File: config.mk
export PLATFORM = sky130hd
export DESIGN_NAME = draw_command_dispatch_queue
export DESIGN_NICKNAME = d
export VERILOG_FILES = /design/src/sv/dcdq_pkg.sv /design/src/sv/draw_command_dispatch_queue.sv /design/src/sv/dcdq_front.sv /design/src/sv/dcdq_fifo.sv /design/src/sv/dcdq_back.sv
export SDC_FILE = /design/constraint.sdc
export NUM_CORES = 2
export LEC_CHECK = 0
export BUFFER_PORTS_ARGS = -buffer_cell sky130_fd_sc_hd__buf_2
export CAP_MARGIN = 20
export CORE_AREA = 2 2 618 467
export CTS_BUF_LIST = sky130_fd_sc_hd__clkbuf_4 sky130_fd_sc_hd__clkbuf_8 sky130_fd_sc_hd__clkbuf_16
export CTS_CLUSTER_DIAMETER = 30
export CTS_CLUSTER_SIZE = 28
export DETAILED_ROUTE_END_ITERATION = 12
export DIE_AREA = 0 0 620 469
export GPL_TIMING_DRIVEN = 0
export PLACE_DENSITY = 0.5
export RECOVER_POWER = 25
export SYNTH_ARGS = -nofsm -noshare
export SYNTH_HDL_FRONTEND = slang
export SYNTH_SLANG_ARGS = --single-unit
File: constraint.sdc
create_clock -name clk -period 19.52 [get_ports clk]
set_input_delay 4.88 -clock clk [delete_from_list [all_inputs] [get_ports clk]]
set_output_delay 4.88 -clock clk [all_outputs]
set_load 0.05 [all_outputs]
File: src/sv/dcdq_pkg.sv
// Shared types and codes of the draw command dispatch queue.
package dcdq_pkg;

	localparam logic [1:0] MODE_ENQ = 2'd0;
	localparam logic [1:0] MODE_GPU = 2'd1;
	localparam logic [1:0] MODE_DMA = 2'd2;

	localparam logic SRC_DMA = 1'b0;
	localparam logic SRC_GPU = 1'b1;

	typedef enum logic [1:0] {
		OP_ENQ    = 2'd0,
		OP_RETIRE = 2'd1,
		OP_IGNORE = 2'd2
	} op_t;

	typedef struct packed {
		logic [31:0] command;
		logic [31:0] arg_one;
		logic [31:0] arg_two;
		logic [31:0] arg_three;
	} cmd_t;

	typedef struct packed {
		op_t  op;
		cmd_t cmd;
	} item_t;

	typedef struct packed {
		logic       overflow;
		logic [4:0] position;
		logic       issue_valid;
		cmd_t       issue;
		logic       drained;
		logic [4:0] occupancy;
	} res_t;

endpackage

File: src/sv/draw_command_dispatch_queue.sv
// Top level of the draw command dispatch queue.
// Every input item gives one result. The front end classifies an item in the cycle it is
// taken and parks it in a two-entry queue; the back end then finishes an enqueue, an
// ignored event, a drain or an event on an empty queue from the queue head, and a
// completion that issues a stored command by way of the registered read of the pending
// ring. The user must write the completion source register only while the block is idle;
// the block itself does not enforce this. The pending ring holds QUEUE_DEPTH entries; no
// clearing pass is needed after reset.
module draw_command_dispatch_queue #(
	parameter int QUEUE_DEPTH = 16
) (
	input  logic        clk,
	input  logic        arst_n,
	input  logic        cfg_wr_en,
	input  logic        cfg_wr_data,
	input  logic        in_valid,
	output logic        in_stall,
	input  logic [1:0]  mode,
	input  logic [31:0] command,
	input  logic [31:0] arg_one,
	input  logic [31:0] arg_two,
	input  logic [31:0] arg_three,
	output logic        out_valid,
	input  logic        out_stall,
	output logic        overflow,
	output logic [4:0]  position,
	output logic        issue_valid,
	output logic [31:0] issue_command,
	output logic [31:0] issue_arg_one,
	output logic [31:0] issue_arg_two,
	output logic [31:0] issue_arg_three,
	output logic        drained,
	output logic [4:0]  occupancy
);

	localparam int CW = $clog2(QUEUE_DEPTH + 1);

	logic            push, fifo_full, pop, fifo_valid, rd_busy;
	dcdq_pkg::item_t push_item, fifo_item;
	dcdq_pkg::res_t  res;
	logic [CW-1:0]   count;

	dcdq_front u_front (
		.clk         (clk),
		.arst_n      (arst_n),
		.cfg_wr_en   (cfg_wr_en),
		.cfg_wr_data (cfg_wr_data),
		.in_valid    (in_valid),
		.in_stall    (in_stall),
		.mode        (mode),
		.command     (command),
		.arg_one     (arg_one),
		.arg_two     (arg_two),
		.arg_three   (arg_three),
		.fifo_full   (fifo_full),
		.push        (push),
		.push_item   (push_item)
	);

	dcdq_fifo u_fifo (
		.clk       (clk),
		.arst_n    (arst_n),
		.push      (push),
		.push_item (push_item),
		.full      (fifo_full),
		.pop       (pop),
		.valid     (fifo_valid),
		.head      (fifo_item)
	);

	dcdq_back #(
		.QUEUE_DEPTH (QUEUE_DEPTH)
	) u_back (
		.clk        (clk),
		.arst_n     (arst_n),
		.fifo_valid (fifo_valid),
		.fifo_item  (fifo_item),
		.pop        (pop),
		.out_valid  (out_valid),
		.out_stall  (out_stall),
		.res        (res),
		.count      (count),
		.rd_busy    (rd_busy)
	);

	assign overflow        = res.overflow;
	assign position        = res.position;
	assign issue_valid     = res.issue_valid;
	assign issue_command   = res.issue.command;
	assign issue_arg_one   = res.issue.arg_one;
	assign issue_arg_two   = res.issue.arg_two;
	assign issue_arg_three = res.issue.arg_three;
	assign drained         = res.drained;
	assign occupancy       = res.occupancy;

	a_count_bound: assert property (@(posedge clk) disable iff (!arst_n)
		count <= CW'(QUEUE_DEPTH))
		else $error("occupancy count above queue depth");

	a_read_slot_free: assert property (@(posedge clk) disable iff (!arst_n)
		rd_busy |-> !out_valid)
		else $error("ring read pending while output register holds an item");

	a_read_one_cycle: assert property (@(posedge clk) disable iff (!arst_n)
		rd_busy |=> !rd_busy)
		else $error("ring read lasted more than one cycle");

	a_drain_excl: assert property (@(posedge clk) disable iff (!arst_n)
		(out_valid && drained) |-> (!issue_valid && !overflow && occupancy == 5'd0))
		else $error("drain reported together with issue or overflow");

endmodule

File: src/sv/dcdq_front.sv
// Front end: completion source register and item classification.
module dcdq_front (
	input  logic                 clk,
	input  logic                 arst_n,
	input  logic                 cfg_wr_en,
	input  logic                 cfg_wr_data,
	input  logic                 in_valid,
	output logic                 in_stall,
	input  logic [1:0]           mode,
	input  logic [31:0]          command,
	input  logic [31:0]          arg_one,
	input  logic [31:0]          arg_two,
	input  logic [31:0]          arg_three,
	input  logic                 fifo_full,
	output logic                 push,
	output dcdq_pkg::item_t      push_item
);

	logic src_q;

	always_ff @(posedge clk or negedge arst_n) begin
		if (!arst_n) begin
			src_q <= dcdq_pkg::SRC_DMA;
		end else if (cfg_wr_en) begin
			src_q <= cfg_wr_data;
		end
	end

	always_comb begin
		push_item.cmd.command   = command;
		push_item.cmd.arg_one   = arg_one;
		push_item.cmd.arg_two   = arg_two;
		push_item.cmd.arg_three = arg_three;
		case (mode)
			dcdq_pkg::MODE_ENQ: push_item.op = dcdq_pkg::OP_ENQ;
			dcdq_pkg::MODE_GPU: push_item.op = (src_q == dcdq_pkg::SRC_GPU) ?
				dcdq_pkg::OP_RETIRE : dcdq_pkg::OP_IGNORE;
			dcdq_pkg::MODE_DMA: push_item.op = (src_q == dcdq_pkg::SRC_DMA) ?
				dcdq_pkg::OP_RETIRE : dcdq_pkg::OP_IGNORE;
			default: push_item.op = dcdq_pkg::OP_IGNORE;
		endcase
	end

	assign in_stall = fifo_full;
	assign push     = in_valid && !fifo_full;

endmodule

File: src/sv/dcdq_fifo.sv
// Two-entry queue of classified items between front and back end.
module dcdq_fifo (
	input  logic                 clk,
	input  logic                 arst_n,
	input  logic                 push,
	input  dcdq_pkg::item_t      push_item,
	output logic                 full,
	input  logic                 pop,
	output logic                 valid,
	output dcdq_pkg::item_t      head
);

	dcdq_pkg::item_t ent_q [2];
	logic            wr_q;
	logic            rd_q;
	logic [1:0]      cnt_q;

	always_ff @(posedge clk) begin
		if (push) begin
			ent_q[wr_q] <= push_item;
		end
	end

	always_ff @(posedge clk or negedge arst_n) begin
		if (!arst_n) begin
			wr_q  <= 1'b0;
			rd_q  <= 1'b0;
			cnt_q <= 2'd0;
		end else begin
			if (push) begin
				wr_q <= !wr_q;
			end
			if (pop) begin
				rd_q <= !rd_q;
			end
			case ({push, pop})
				2'b10:   cnt_q <= cnt_q + 2'd1;
				2'b01:   cnt_q <= cnt_q - 2'd1;
				default: cnt_q <= cnt_q;
			endcase
		end
	end

	assign full  = cnt_q[1];
	assign valid = (cnt_q != 2'd0);
	assign head  = ent_q[rd_q];

endmodule

File: src/sv/dcdq_back.sv
// Back end: pending ring, counters and the registered result.
module dcdq_back #(
	parameter int QUEUE_DEPTH = 16
) (
	input  logic                       clk,
	input  logic                       arst_n,
	input  logic                       fifo_valid,
	input  dcdq_pkg::item_t            fifo_item,
	output logic                       pop,
	output logic                       out_valid,
	input  logic                       out_stall,
	output dcdq_pkg::res_t             res,
	output logic [$clog2(QUEUE_DEPTH+1)-1:0] count,
	output logic                       rd_busy
);

	localparam int PW = $clog2(QUEUE_DEPTH);
	localparam int CW = $clog2(QUEUE_DEPTH + 1);

	typedef enum logic [1:0] {
		ST_RUN  = 2'b01,
		ST_READ = 2'b10
	} state_t;

	state_t          state_q, state_d;
	logic [PW-1:0]   wp_q, wp_d, rp_q, rp_d;
	logic [CW-1:0]   count_q, count_d;
	logic            out_valid_q;
	dcdq_pkg::res_t  res_q, res_d;
	dcdq_pkg::cmd_t  mem_q [QUEUE_DEPTH];
	dcdq_pkg::cmd_t  rdata_q;
	logic            mem_we, mem_re, load, out_free;
	logic [31:0]     cnt_w;

	function automatic logic [PW-1:0] ptr_inc(input logic [PW-1:0] p);
		ptr_inc = (p == PW'(QUEUE_DEPTH - 1)) ? '0 : p + PW'(1);
	endfunction

	assign out_free = !out_valid_q || !out_stall;
	assign cnt_w    = 32'(count_q);
	assign pop      = (state_q == ST_RUN) && fifo_valid && out_free;

	always_comb begin
		logic [31:0] nxt_w;
		res_d   = '0;
		load    = 1'b0;
		mem_we  = 1'b0;
		mem_re  = 1'b0;
		count_d = count_q;
		wp_d    = wp_q;
		rp_d    = rp_q;
		state_d = state_q;
		case (state_q)
			ST_RUN: begin
				if (fifo_valid && out_free) begin
					case (fifo_item.op)
						dcdq_pkg::OP_ENQ: begin
							load           = 1'b1;
							res_d.position = cnt_w[4:0];
							if (count_q == '0) begin
								count_d           = CW'(1);
								res_d.issue_valid = 1'b1;
								res_d.issue       = fifo_item.cmd;
							end else if (count_q >= CW'(QUEUE_DEPTH)) begin
								res_d.overflow = 1'b1;
							end else begin
								mem_we  = 1'b1;
								wp_d    = ptr_inc(wp_q);
								count_d = count_q + CW'(1);
							end
						end
						dcdq_pkg::OP_RETIRE: begin
							if (count_q == '0) begin
								load = 1'b1;
							end else if (count_q == CW'(1)) begin
								load          = 1'b1;
								count_d       = '0;
								res_d.drained = 1'b1;
							end else begin
								mem_re  = 1'b1;
								rp_d    = ptr_inc(rp_q);
								count_d = count_q - CW'(1);
								state_d = ST_READ;
							end
						end
						default: load = 1'b1;
					endcase
				end
			end
			ST_READ: begin
				load              = 1'b1;
				res_d.issue_valid = 1'b1;
				res_d.issue       = rdata_q;
				state_d           = ST_RUN;
			end
			default: state_d = ST_RUN;
		endcase
		nxt_w           = 32'(count_d);
		res_d.occupancy = nxt_w[4:0];
	end

	// pending ring, registered read port
	always_ff @(posedge clk) begin
		if (mem_we) begin
			mem_q[wp_q] <= fifo_item.cmd;
		end
		if (mem_re) begin
			rdata_q <= mem_q[rp_q];
		end
	end

	always_ff @(posedge clk) begin
		if (load) begin
			res_q <= res_d;
		end
	end

	always_ff @(posedge clk or negedge arst_n) begin
		if (!arst_n) begin
			state_q     <= ST_RUN;
			wp_q        <= '0;
			rp_q        <= '0;
			count_q     <= '0;
			out_valid_q <= 1'b0;
		end else begin
			state_q <= state_d;
			wp_q    <= wp_d;
			rp_q    <= rp_d;
			count_q <= count_d;
			if (load) begin
				out_valid_q <= 1'b1;
			end else if (!out_stall) begin
				out_valid_q <= 1'b0;
			end
		end
	end

	assign out_valid = out_valid_q;
	assign res       = res_q;
	assign count     = count_q;
	assign rd_busy   = (state_q == ST_READ);

endmodule

=== After elaboration in Yosys (flattened, before gate mapping) ===
Memories as Yosys holds them, arrays and structs flattened. A register that Yosys moved wholly into a read port is not among the register bits.
Index checks and enable logic that the tools add are counted.
Widths: inputs -> output; s select.

* Input port bits: 136
* Output and inout port bits: 143
* Logic and storage cells: 116
* Memories kept: 2
* Memory bits (writable): 2308
* Register bits after elaboration: 162

{| class="wikitable"
|+ Memory list
! memory !! depth !! width !! rd ports !! clocked after memory_dff !! wr ports !! line !! RTL
|-
| u_back.mem_q || 16 || 128 || 1 || 1 || 1 || dcdq_back.sv:30 || <nowiki>dcdq_pkg::cmd_t mem_q [QUEUE_DEPTH];</nowiki>
|-
| u_fifo.ent_q || 2 || 130 || 1 || 0 || 1 || dcdq_fifo.sv:13 || <nowiki>dcdq_pkg::item_t ent_q [2];</nowiki>
|}

* Reduce and logical (&&, ||, !) cells: 21
* Multiplexer cells: 46
* Equal/unequal tests: 15
* Bitwise operators: 7
* Add/sub/neg operators: 6
* $lt $le $gt $ge: 1

{| class="wikitable"
|+ Operators with widths
! cell !! number
|-
| $mux 129 || 2
|-
| $pmux 129 s2 || 1
|-
| $mux 130 || 1
|-
| $mux 5 || 6
|-
| $mux 1 || 23
|-
| $mux 2 || 7
|-
| $pmux 5 s2 || 1
|-
| $reduce_and 5->1 || 2
|-
| $add 4x1->4 const B || 2
|-
| $eq 2x1->1 const B || 4
|-
| $eq 4x4->1 const B || 2
|-
| $mux 4 || 2
|-
| $ne 2x2->1 const B || 4
|-
| $reduce_or 4->1 || 2
|-
| $not 1->1 || 7
|-
| $eq 2x2->1 const B || 3
|-
| $pmux 2 s3 || 1
|-
| $add 5x1->5 const B || 1
|-
| $eq 5x1->1 const B || 1
|-
| $ge 5x5->1 const B || 1
|-
| $logic_not 1->1 || 5
|-
| $logic_not 5->1 || 1
|-
| $sub 5x1->5 const B || 1
|-
| $logic_and 1x1->1 || 4
|-
| other kinds (10) || 12
|}

=== Longest topological paths before layout ===
* Depth after elaboration: 8
* Depth in mapped cells: 8

=== Modules after synthesis ===
Synthesis repeated with hierarchy kept, for this count alone.

* Cell total of the unflattened synthesis: 4257
* Area total of the unflattened synthesis: 98035.3 um^2

{| class="wikitable"
|+ By module, submodules not included
! module !! area an instance (um^2) !! cells an instance !! instances
|-
| dcdq_back || 87053.5 || 3701 || 1
|-
| dcdq_fifo || 9937.0 || 420 || 1
|-
| dcdq_front || 1044.8 || 136 || 1
|}

=== Least setup slack after synthesis ===
Ideal clock, no wire load.

* Path kind: input to register
* Start: input out_stall
* End: register u_back.res_q (netlist bit u_back.res[0]), enable pin
* Path buffers: 1
* Slack: 7.531 ns
* Cell stages on the path: 5
* Required time: 18.877 ns
* Arrival time: 11.346 ns
* Path through: and2_0 -> clkbuf_1 -> nor2_1 -> a21oi_1 -> nor2_1

* Word-level cells in the longest chain between the ends: 5

{| class="wikitable"
|+ Ends and longest elaborated chain
! what !! line !! RTL
|-
| start: declaration || draw_command_dispatch_queue.sv:24 || <nowiki>input logic out_stall,</nowiki>
|-
| $logic_not 1->1 || dcdq_back.sv:39 || <nowiki>assign out_free = !out_valid_q || !out_stall;</nowiki>
|-
| $logic_or 1x1->1 || dcdq_back.sv:39 ||
|-
| $logic_and 1x1->1 || dcdq_back.sv:55 || <nowiki>if (fifo_valid && out_free) begin</nowiki>
|-
| $mux 1 || dcdq_back.sv:55 ||
|-
| $pmux 1 s2 || dcdq_back.sv:53 || <nowiki>case (state_q)</nowiki>
|-
| net u_back.load || dcdq_back.sv:32 || <nowiki>logic mem_we, mem_re, load, out_free;</nowiki>
|-
| end signal: assignment || dcdq_back.sv:114 || <nowiki>res_q <= res_d;</nowiki>
|-
| end: declaration || dcdq_back.sv:29 || <nowiki>dcdq_pkg::res_t res_q, res_d;</nowiki>
|}

The timed path passes the listed nets, and every way through them passes these cells.
A chain may end at the register's enable or synchronous reset.

=== Worst setup path after layout ===
* Start: input out_stall
* End: memory u_back.mem_q[2][45] (netlist bit), enable pin

* Word-level cells in the longest chain between the ends: 7

{| class="wikitable"
|+ Ends and longest elaborated chain
! what !! line !! RTL
|-
| $logic_not 1->1 || dcdq_back.sv:39 ||
|-
| $logic_or 1x1->1 || dcdq_back.sv:39 ||
|-
| $logic_and 1x1->1 || dcdq_back.sv:55 ||
|-
| $mux 1 || dcdq_back.sv:55 ||
|-
| $mux 1 || dcdq_back.sv:53 ||
|-
| $mux 1 || dcdq_back.sv:104 || <nowiki>if (mem_we) begin</nowiki>
|-
| $mux 1 (implied by the code) || dcdq_back.sv:105 || <nowiki>mem_q[wp_q] <= fifo_item.cmd;</nowiki>
|-
| end: declaration || dcdq_back.sv:30 ||
|}

No other way between the ends.

==> flow_summary_export.csv <==
group,metric,value,unit
layout,area_delta_synth_final,25.15,%
synth,netlist_area,99180,sq um
power,leakage,41.72,nW
route,first_pass_iters,6,
sta,setup_viol,0,
sta,fin_skew,0.07066,ns
critical_path,r2r-end,"u_back.res[70]$_DFFE_PP_",
hold_path,hp-class,"register to register",
route,num_vias,52720,
layout,final_core_util,43.62,%
synth,synth_top_family_by_area,"multiplexers",
status,run_status,"finished, violations left",
synth,async_reset_ff_share,0.8083,%
critical_path,crit_arrival,8.38,ns
layout,fin_nets,5816,
synth,synthXorXnorAreaFrac,0.07064,%
placement,place_congestion,0.7619,
synth,yosys.area_share.simple,1.658,%
floorplan,rows,170,
hold_path,hold_depth,2,
global_routing,first_global_vias,52630,
synth,synth.top_cell.area_share,78.02,%
route,drc_errors,0,
clock_tree,clock_latency,0.94,ns
job,maxCapViolCount,7,
global_routing,grt_max_degree,72,
critical_path,r2r_cells,7,
critical_path,end_kind,"register",
floorplan,initial_utilization,34.85,%
critical_path,cpMostUsedCell,"buf_16",
synth,yosysTopAreaCell,"edfxtp_1",
route,dr_wl_met2,136800,um
power,finalPower,21.24,mW
clock_tree,clk_pin_slew,0.05,ns
clock_tree,clk_path_buf_depth,4,
hold_path,min_from,"u_back.state_q[0]$_DFFE_PN1P_",
synth,synth_mux_area_share,12.55,%
synth,synth_seq_cells,2598,
synth,synth-compound-area-share,5.582,%
placement,dp_hpwl,188200,um
route,wl,303200,um
status,failed_checks,"capacitance limit, slew limit",
critical_path,path_cells,"buf_2, and2_0, clkbuf_1, a211o_1, nor4_1, and2_4, buf_16, buf_16, buf_16",
synth,synthTopCellsByCount,"edfxtp_1, mux2i_1, mux4_2",
critical_path,cp_num_buf_inv,5,
global_routing,grt_overflow_total,0,
synth,syn_area_per_cell,20.61,sq um
critical_path,cpLargestDelayFamily,"simple AND/OR/NAND/NOR gates",
critical_path,r2r_setup_slack,14.30,ns
sta,finalWorstSetupSlack,11.72,ns
placement,port_buffers,278,
clock_tree,cts_buffers,479,
power,irDropWorstVdd,100.4,uV
placement,dp_slack,10.83,ns
synth,netlist_instances,4813,
clock_tree,cts_sinks,2598,
global_routing,grt_usage,20.46,%
sta,worstMarginPinSlew,2.015,ns
power,cellPowerDensity,171.1,nW/um^2
synth,synthAdderAreaFrac,0.1514,%
floorplan,dieWidth,620,um
sta,min_period,7.802,ns
sta,period_share,39.97,%
layout,layout-drive-gt1-share,30.32,%
synth,synth_nets,4961,
synth,yosys_warnings,0,
clock_tree,cts_tree,"done",
floorplan,coreArea,284600,sq um
clock_tree,cts_setup_buffers,0,
critical_path,r2r-start,"u_fifo.rd_q$_DFFE_PN0P_",
critical_path,critPathSlowestCell,"and2_4",
critical_path,path_class,"input port to register",
global_routing,antenna_found_initial,23,
critical_path,cp-start-kind,"input port",
synth,yosysSeqAreaShare,78.55,%
floorplan,num_io_pins,279,
route,detail-route-antenna-nets,0,
synth,yosys.cell_types.count,61,
clock_tree,cts_hold_buf,0,
clock_tree,cts_resized,0,
route,drt-wirelength-per-cell,30.76,um
clock_tree,htree_num_levels,5,
synth,synth.most_common_cell,"edfxtp_1",
sta,finalHoldViolations,0,
synth,synthTopCellsByArea,"edfxtp_1, mux4_2, mux2i_1, a221oi_1, mux2_2",
clock_tree,root_buffer,"clkbuf_16",
route,wl_met1,136100,um
critical_path,cp.required,20.10,ns
sta,rsz0062_at_grt,"false",
floorplan,die_area,290800,sq um
sta,max_freq,128.2,MHz
sta,timing.hold.ws,0.5038,ns
floorplan,die_h,469,um
sta,relSlewSlack,-34.32,%
critical_path,crit_path_max_incr_delay,0.83,ns
sta,maxSlewViolCount,74,
route,viasPerCell,5.349,
sta,final.setup.tns,0,ns
synth,synth_enable_flop_cells,2577,
route,drt_iter0_markers,5386,
route,met3WireLength,22240,um
critical_path,cp_max_fo,39,
synth,yosys_most_used_dff,"edfxtp_1",
layout,fillers,24580,
route,top_layer_used,"met5",
hold_path,hold_path_end,"u_back.state_q[0]$_DFFE_PN1P_",
global_routing,grt_pass1_wl,415300,um
[registers in the layout, summed over array words and instances, names as in the netlist]
name              count
u_back.state_q        2
u_fifo.wr_q           1
u_fifo.ent_q        260
u_back.rdata_q      128
u_back.mem_q       2048
u_fifo.rd_q           1
u_fifo.cnt_q          2
u_back.count          5
u_back.rp_q           4
u_back.wp_q           4
u_back.res          141
u_back.out_valid      1
u_front.src_q         1
[layout by cell type, fill, tap and decap left out, types with 4 or more instances in the layout]
cell type   netlist  final
inv_1            10     10
inv_6             0     30
buf_2            97    374
mux4_2          259    259
ha_1             12     12
clkinv_4          0     17
a22oi_1         155    155
bufinv_16         0     79
xnor2_1           6      6
nor2_1           42     39
mux2i_1         509    509
inv_16            0      4
a21oi_1           8      8
nor3_1            6      6
a22oi_2         100    100
dfrtp_1          20     20
mux2_2          134     48
diode_2           0      4
nor2_2          100    100
a221oi_1        254    254
buf_1            13     13
buf_16            0     53
clkbuf_1        154    145
clkinv_2          0     86
buf_8             0     16
nand2_1         136    136
buf_12           11     35
clkbuf_4          0     58
clkbuf_2          0     14
nand3_1           4      4
mux2_1            1     87
clkbuf_16         0    483
edfxtp_1       2577   2577
clkinv_1          0     73
and2_4            0     16
clkinvlp_4        0     46
o21ai_0         131    131
[cell families after synthesis]
family / count (synthesis)
AO/OA/AOI/OAI: 671
adder cells (fa/ha/maj): 12
multiplexers: 903
buffers and inverters: 291
AND/OR/NAND/NOR: 330
flip-flops: 2598
XOR/XNOR: 8
[area by class of cell]
cell class                 count  area [sq um]  share of cell area [%]
sequential                  2598         77910                   62.77
timing repair buffer         374          3582                   2.886
tap                         3784          4735                   3.814
clock inverter               339          3993                   3.216
clock buffer                 543         12550                   10.11
multi-input combinational   1924         19910                   16.04
buffer                       280          1390                   1.120
inverter                      11         48.80                 0.03931
antenna                        4         10.01                0.008064
[through the flow]
step,instances,area [sq um]
2_1_floorplan,4813,99180
3_3_place_gp,8875,105300
3_5_place_dp,8970,107600
4_1_cts,9852,124200
5_1_grt,9853,124100
6_report,9857,124100
[power breakdown]
group | switching (mW) | total, mW | internal (mW)
sequential | 0.114 | 7.34 | 7.23
combinational | 3.87 | 5.47 | 1.60
clock | 2.80 | 8.43 | 5.63
total | 6.78 | 21.2 | 14.5
[layer usage]
metal  GRT usage [%]  vias to the layer above
met1           29.51                    28160
met2           31.37                     2107
met4           5.751                       12
li1                -                    22010
met5               0                        -
met3           4.234                      437
[worst max path at each step]
stage	startpoint	to	slack (ns)	cells after the start
after CTS	out_stall	u_back.mem_q[2][61]$_DFFE_PP_	11.78	9
final	out_stall	u_back.mem_q[2][45]$_DFFE_PP_	11.72	9
after detailed placement	out_stall	u_back.mem_q[2][70]$_DFFE_PP_	10.83	9
after global routing	out_stall	u_back.mem_q[2][45]$_DFFE_PP_	11.62	9
after global placement	in_valid	u_fifo.ent_q[0][71]$_DFFE_PP_	1.49	3
after floorplan	out_stall	u_back.res[0]$_DFFE_PP_	7.53	5
[worst register-to-register path, delay by kind of cell (launching register included)]
kind / cells / cell delay (ns)
compound gates: 1 / 0.13
flops: 1 / 0.32
buf+inv: 4 / 3.54
simple gates: 1 / 0.38
mux: 1 / 0.63
No activity file was read; power rests on OpenSTA's default activity.
